`src/sv/ima_ram.sv`:
```
// ----------------------------------------------------------------------------
// ima_ram
// Generic single write port, single read port RAM with registered read.
// ----------------------------------------------------------------------------
module ima_ram #(
  parameter int WIDTH = 32,
  parameter int DEPTH = 64
) (
  input  logic                     clk,
  input  logic                     wr_en,
  input  logic [$clog2(DEPTH)-1:0] wr_addr,
  input  logic [WIDTH-1:0]         wr_data,
  input  logic                     rd_en,
  input  logic [$clog2(DEPTH)-1:0] rd_addr,
  output logic [WIDTH-1:0]         rd_data
);

  logic [WIDTH-1:0] mem [DEPTH];

  // Write, and register the read word; hold it while rd_en is low
  always_ff @(posedge clk) begin
    if (wr_en) begin
      mem[wr_addr] <= wr_data;
    end
    if (rd_en) begin
      rd_data <= mem[rd_addr];
    end
  end

endmodule

```
`config.mk`:
```
export PLATFORM = sky130hd
export DESIGN_NAME = ima_ram
export DESIGN_NICKNAME = d
export VERILOG_FILES = /design/src/sv/ima_ram.sv
export SDC_FILE = /design/constraint.sdc
export NUM_CORES = 2
export LEC_CHECK = 0
export BUFFER_PORTS_ARGS = -buffer_cell sky130_fd_sc_hd__buf_2
export CAP_MARGIN = 25
export CORE_ASPECT_RATIO = 0.6
export CORE_MARGIN = 2
export CORE_UTILIZATION = 50
export DETAILED_ROUTE_END_ITERATION = 12
export PLACE_DENSITY_LB_ADDON = 0.3
export SLEW_MARGIN = 0
export SYNTH_ARGS = -nofsm -noshare
export SYNTH_HDL_FRONTEND = slang
export SYNTH_SLANG_ARGS = --single-unit
```
`constraint.sdc`:
```
create_clock -name clk -period 10.4 [get_ports clk]
set_input_delay 1.04 -clock clk [delete_from_list [all_inputs] [get_ports clk]]
set_output_delay 1.04 -clock clk [all_outputs]
set_load 0.03 [all_outputs]
```
==> tab_implementation.tex <==
\begin{tabular}{lr}
\hline
Metric & Value \\
\hline
\multicolumn{2}{l}{\textbf{GRT}} \\
\quad Global-route wire length before repair & $\sim$280000 um \\
\quad Global-route usage over all layers & about a quarter \\
\quad Via count of the first global-routing pass & about 37000 \\
\quad Number of antenna violations at the first check in global routing & 13 \\
\quad Maximum number of pins on one net before global-route repair & 127 \\
\quad GRT Residual Overflow & 0 \\
\multicolumn{2}{l}{\textbf{Detailed routing}} \\
\quad Detailed Route Iter0 Violations & roughly 6100 \\
\quad Number of antenna-violating nets in the routed design & 0 \\
\quad Aggregate routed wire length & 202000 um \\
\quad Detailed-route vias per instance & between 6 and 7 \\
\quad Drt wl/cell & 34.9 um \\
\quad Detailed-route DRC error count & 0 \\
\quad Drt pass-1 iters & 5 \\
\quad Via count & between 30000 and 40000 \\
\multicolumn{2}{l}{\textbf{Floorplan}} \\
\quad Core box area & 0.156 mm\^{}2 \\
\quad Starting density of the core & 50.5\% \\
\quad Die X & 517 um \\
\quad Die area & 0.161 mm\^{}2 \\
\quad Standard-cell rows & between 100 and 150 \\
\quad DIE HEIGHT & just over 300 um \\
\quad Count of boundary I/O pins & a little under 80 \\
\multicolumn{2}{l}{\textbf{CTS}} \\
\quad TritonCTS clock tree & yes \\
\quad Clk pin slew, worst setup/hold paths & 0.06 ns \\
\quad Count of hold buffers inserted by post-cts repair & 0 \\
\quad Cts repair resizes & 0 \\
\quad Number of buffers on the longest clock path & 3 \\
\quad Clock latency reported for the late side of the worst-skew pair & 0.81 ns \\
\quad Count of clock tree sinks & between 2000 and 2500 \\
\quad Depth of the CTS H-tree & 4 \\
\quad Number of clock buffers inserted by TritonCTS & 175 \\
\quad Post-CTS Setup Inserts & 0 \\
\quad Clock tree root driver cell & sky130\_fd\_sc\_hd\_\_clkbuf\_16 \\
\multicolumn{2}{l}{\textbf{STA}} \\
\quad Setup TNS after final layout & 0 ns \\
\quad Largest clock skew in the final design & 0.0283 ns \\
\quad Total count of max-transition violations in the final report & 0 \\
\quad Worst slew margin & between 20\% and 30\% \\
\quad Number of hold violations in the final report & 0 \\
\quad Final Cycle Share & about two fifths \\
\quad Worst Max-Slew Pin Slew & between 1 and 1.5 ns \\
\quad Final WS setup & around 6.2 ns \\
\quad Total of endpoints with negative setup slack in the final report & 0 \\
\quad Tightest hold margin & around 0.54 ns \\
\quad RSZ-0062 raised after global routing & no \\
\quad Final Critical Period & roughly 4.2 ns \\
\quad Timing-limited maximum frequency & 240 MHz \\
\multicolumn{2}{l}{\textbf{Finish}} \\
\quad Layout overhead on the synthesized area & 11.9\% \\
\quad Share of post-route cells with drive strength above 1 & 29.1\% \\
\quad Util after Layout & 56.6\% \\
\quad Count of nets after finishing & roughly 3600 \\
\quad Post-Layout Cell Count & around 5800 \\
\multicolumn{2}{l}{\textbf{Synthesis}} \\
\quad Top post-synthesis cells by count & sky130\_fd\_sc\_hd\_\_edfxtp\_1, sky130\_fd\_sc\_hd\_\_mux4\_2, sky130\_fd\_sc\_hd\_\_nor2\_1 \\
\quad Avg Cell Area, Syn & around 24 um\^{}2 \\
\quad Count of cell types in the netlist & 33 \\
\quad Area of the mapped netlist & 0.0788 mm\^{}2 \\
\quad Share of flip-flops with an asynchronous set or reset after synthesis & 0\% \\
\quad Fraction of synthesized cell area taken by the top area cell type & 79.2\% \\
\quad Net Count, Synth & around 3400 \\
\quad Cell with the most instances after synthesis & sky130\_fd\_sc\_hd\_\_edfxtp\_1 \\
\quad Ys flop type & sky130\_fd\_sc\_hd\_\_edfxtp\_1 \\
\quad Biggest area consumer among synthesized cells & sky130\_fd\_sc\_hd\_\_edfxtp\_1 \\
\quad Area contributors post-synth & sky130\_fd\_sc\_hd\_\_edfxtp\_1, sky130\_fd\_sc\_hd\_\_mux4\_2, sky130\_fd\_sc\_hd\_\_mux2i\_1 \\
\quad Count of flip-flops with a built-in enable after synthesis & 2080 \\
\quad Cells after synthesis & roughly 3300 \\
\quad Synth warnings & 0 \\
\quad Synthesis-stage register bit count & about 2100 \\
\quad Share of the yosys chip area belonging to registers & around four fifths \\
\multicolumn{2}{l}{\textbf{Power}} \\
\quad Static leakage & between 0.02 and 0.03 uW \\
\quad Peak supply drop & about 0.00017 V \\
\quad Cell Pwr Density & 189 mW/mm\^{}2 \\
\multicolumn{2}{l}{\textbf{Hold path}} \\
\quad Type of the most critical hold path & input pin to flop \\
\multicolumn{2}{l}{\textbf{Worst setup path}} \\
\quad Type of origin of the critical path & input pin \\
\quad End of the worst register-to-register path & rd\_data[28]\$\_DFFE\_PP\_ \\
\quad Critical register-to-register path startpoint & mem[23][28]\$\_DFFE\_PP\_ \\
\quad Critical path's largest stage delay & approximately 0.70 ns \\
\quad End point of the critical path & rd\_data[27]\$\_DFFE\_PP\_ \\
\quad Slack of the worst reg-to-reg path & $\sim$7.9 ns \\
\quad Worst Reg-to-Reg Cells & 5 \\
\quad Top fanout value on the critical path & 80 \\
\quad Critical path launch point & rd\_addr[0] \\
\quad CP arrival & about 4.7 ns \\
\quad Most common cell on crit path & sky130\_fd\_sc\_hd\_\_mux4\_2 \\
\quad Category of the worst setup path capture point & flop \\
\quad Crit-path cells & buf\_8 > buf\_12 > buf\_4 > mux4\_2 > mux4\_2 > o22ai\_1 > nor2\_1 \\
\quad Endpoint required time on the critical path & 10.93 ns \\
\quad Category of the most critical setup path & input pin to flop \\
\quad Highest-delay cell along the critical path & sky130\_fd\_sc\_hd\_\_buf\_4 \\
\multicolumn{2}{l}{\textbf{Place}} \\
\quad GPL Wtd Cong & about 0.82 \\
\quad Post-DP HPWL & 109000 um \\
\quad Buffers on Ports & 78 \\
\quad Placed Cells & roughly 5500 \\
\quad Placement-stage worst setup slack & between 5 and 6 ns \\
\multicolumn{2}{l}{\textbf{Status}} \\
\quad Outcome & completed \\
\multicolumn{2}{l}{\textbf{Run}} \\
\quad Count of max-cap constraint violations & 0 \\
\hline
\end{tabular}
==> worst min-delay path by stage <==
stage | from | to | slack (ns) | cells past startpoint
floorplan | mem[12][17]$_DFFE_PP_ | rd_data[17]$_DFFE_PP_ | 0.75 | 4
global placement | mem[12][4]$_DFFE_PP_ | rd_data[4]$_DFFE_PP_ | 0.86 | 4
detailed placement | mem[13][4]$_DFFE_PP_ | rd_data[4]$_DFFE_PP_ | 0.86 | 4
CTS | wr_data[20] | mem[36][20]$_DFFE_PP_ | 0.69 | 1
global route | wr_data[4] | mem[36][4]$_DFFE_PP_ | 0.51 | 1
finish | wr_data[4] | mem[37][4]$_DFFE_PP_ | 0.54 | 1
==> critical path: cells and delay by family <==
kind / cells / cell delay [ns]
AND/OR/NAND/NOR: 1 / 0.09
buffers and inverters: 3 / 1.72
multiplexers: 2 / 1.27
AO/OA/AOI/OAI: 1 / 0.46
==> logic make-up (layout without fill, tap and decap cells) <==
logic type             Yosys count  in the layout  synth area share [%]
other                            0              3                     0
buffers and inverters          182            532                  1.12
and+or+nand+nor                223            223                  1.26
DFF                           2080           2080                  79.2
AOI/OAI and AO/OA              202            202                  1.67
muxes                          637            637                  16.7
==> layer usage <==
layer  GRT usage [%]  share of wire (%)  up-vias  wire [um]
met3            7.32                 13      270      26800
met1            39.6                 41    20000      83100
met4            6.70                2.4        8       4940
li1                -                  -    14700          -
met2            34.8                 43     2357      87000
met5               0              0.024        -         48
==> flip-flops by register name (all words and copies together) (netlist names) <==
| register | count |
|---|---|
| mem | 2048 |
| rd_data | 32 |
==> per-stage QoR <==
stage / total power [uW] / area, um^2
floorplan: 9970 / 78800
global placement: 10400 / 82500
detailed placement: 10400 / 82600
CTS: 16800 / 88100
global route: 17100 / 88200
finish: 16700 / 88200
==> where the power goes <==
group          internal [uW]  total, uW  switching (uW)
combinational            312        920             608
sequential              9300       9330            37.6
clock                   3460       6420            2950
==> cell type report <==
type | count | area, um^2
sequential | 2080 | 62500
multi-input combinational | 1062 | 16000
tap | 2109 | 2640
fill | 11200 | 67800
clock inverter | 101 | 912
timing repair buffer | 216 | 1660
clock buffer | 215 | 4570
antenna | 3 | 7.51
==> cell usage in the layout (no fill, tap or decap), types with 5 or more instances in the layout <==
cell type                    synthesis  layout
sky130_fd_sc_hd__bufinv_16           0      13
sky130_fd_sc_hd__nand2_1            26      25
sky130_fd_sc_hd__o22ai_1            84      84
sky130_fd_sc_hd__buf_6               5       7
sky130_fd_sc_hd__clkinv_1            0      39
sky130_fd_sc_hd__a21oi_1            62      62
sky130_fd_sc_hd__buf_12              0      13
sky130_fd_sc_hd__nand2b_1            8       8
sky130_fd_sc_hd__nor3_1              7       5
sky130_fd_sc_hd__mux2i_1            93      93
sky130_fd_sc_hd__a22oi_1            12      12
sky130_fd_sc_hd__nor2b_1            15      15
sky130_fd_sc_hd__clkinvlp_4          0       7
sky130_fd_sc_hd__nor2_1            137      75
sky130_fd_sc_hd__edfxtp_1         2080    2080
sky130_fd_sc_hd__clkbuf_1           74      38
sky130_fd_sc_hd__buf_2              57      77
sky130_fd_sc_hd__clkbuf_16           0     177
sky130_fd_sc_hd__nor2_4              0      62
sky130_fd_sc_hd__nand3b_1            5       5
sky130_fd_sc_hd__clkinv_2            0      28
sky130_fd_sc_hd__inv_6               0       7
sky130_fd_sc_hd__clkinv_8            0       5
sky130_fd_sc_hd__buf_4              25     115
sky130_fd_sc_hd__o221ai_1           27      27
sky130_fd_sc_hd__nand3_1             5       5
sky130_fd_sc_hd__mux4_2            544     544
sky130_fd_sc_hd__a311oi_1            8       8
Note: power is estimated with default switching activity, not from simulation.
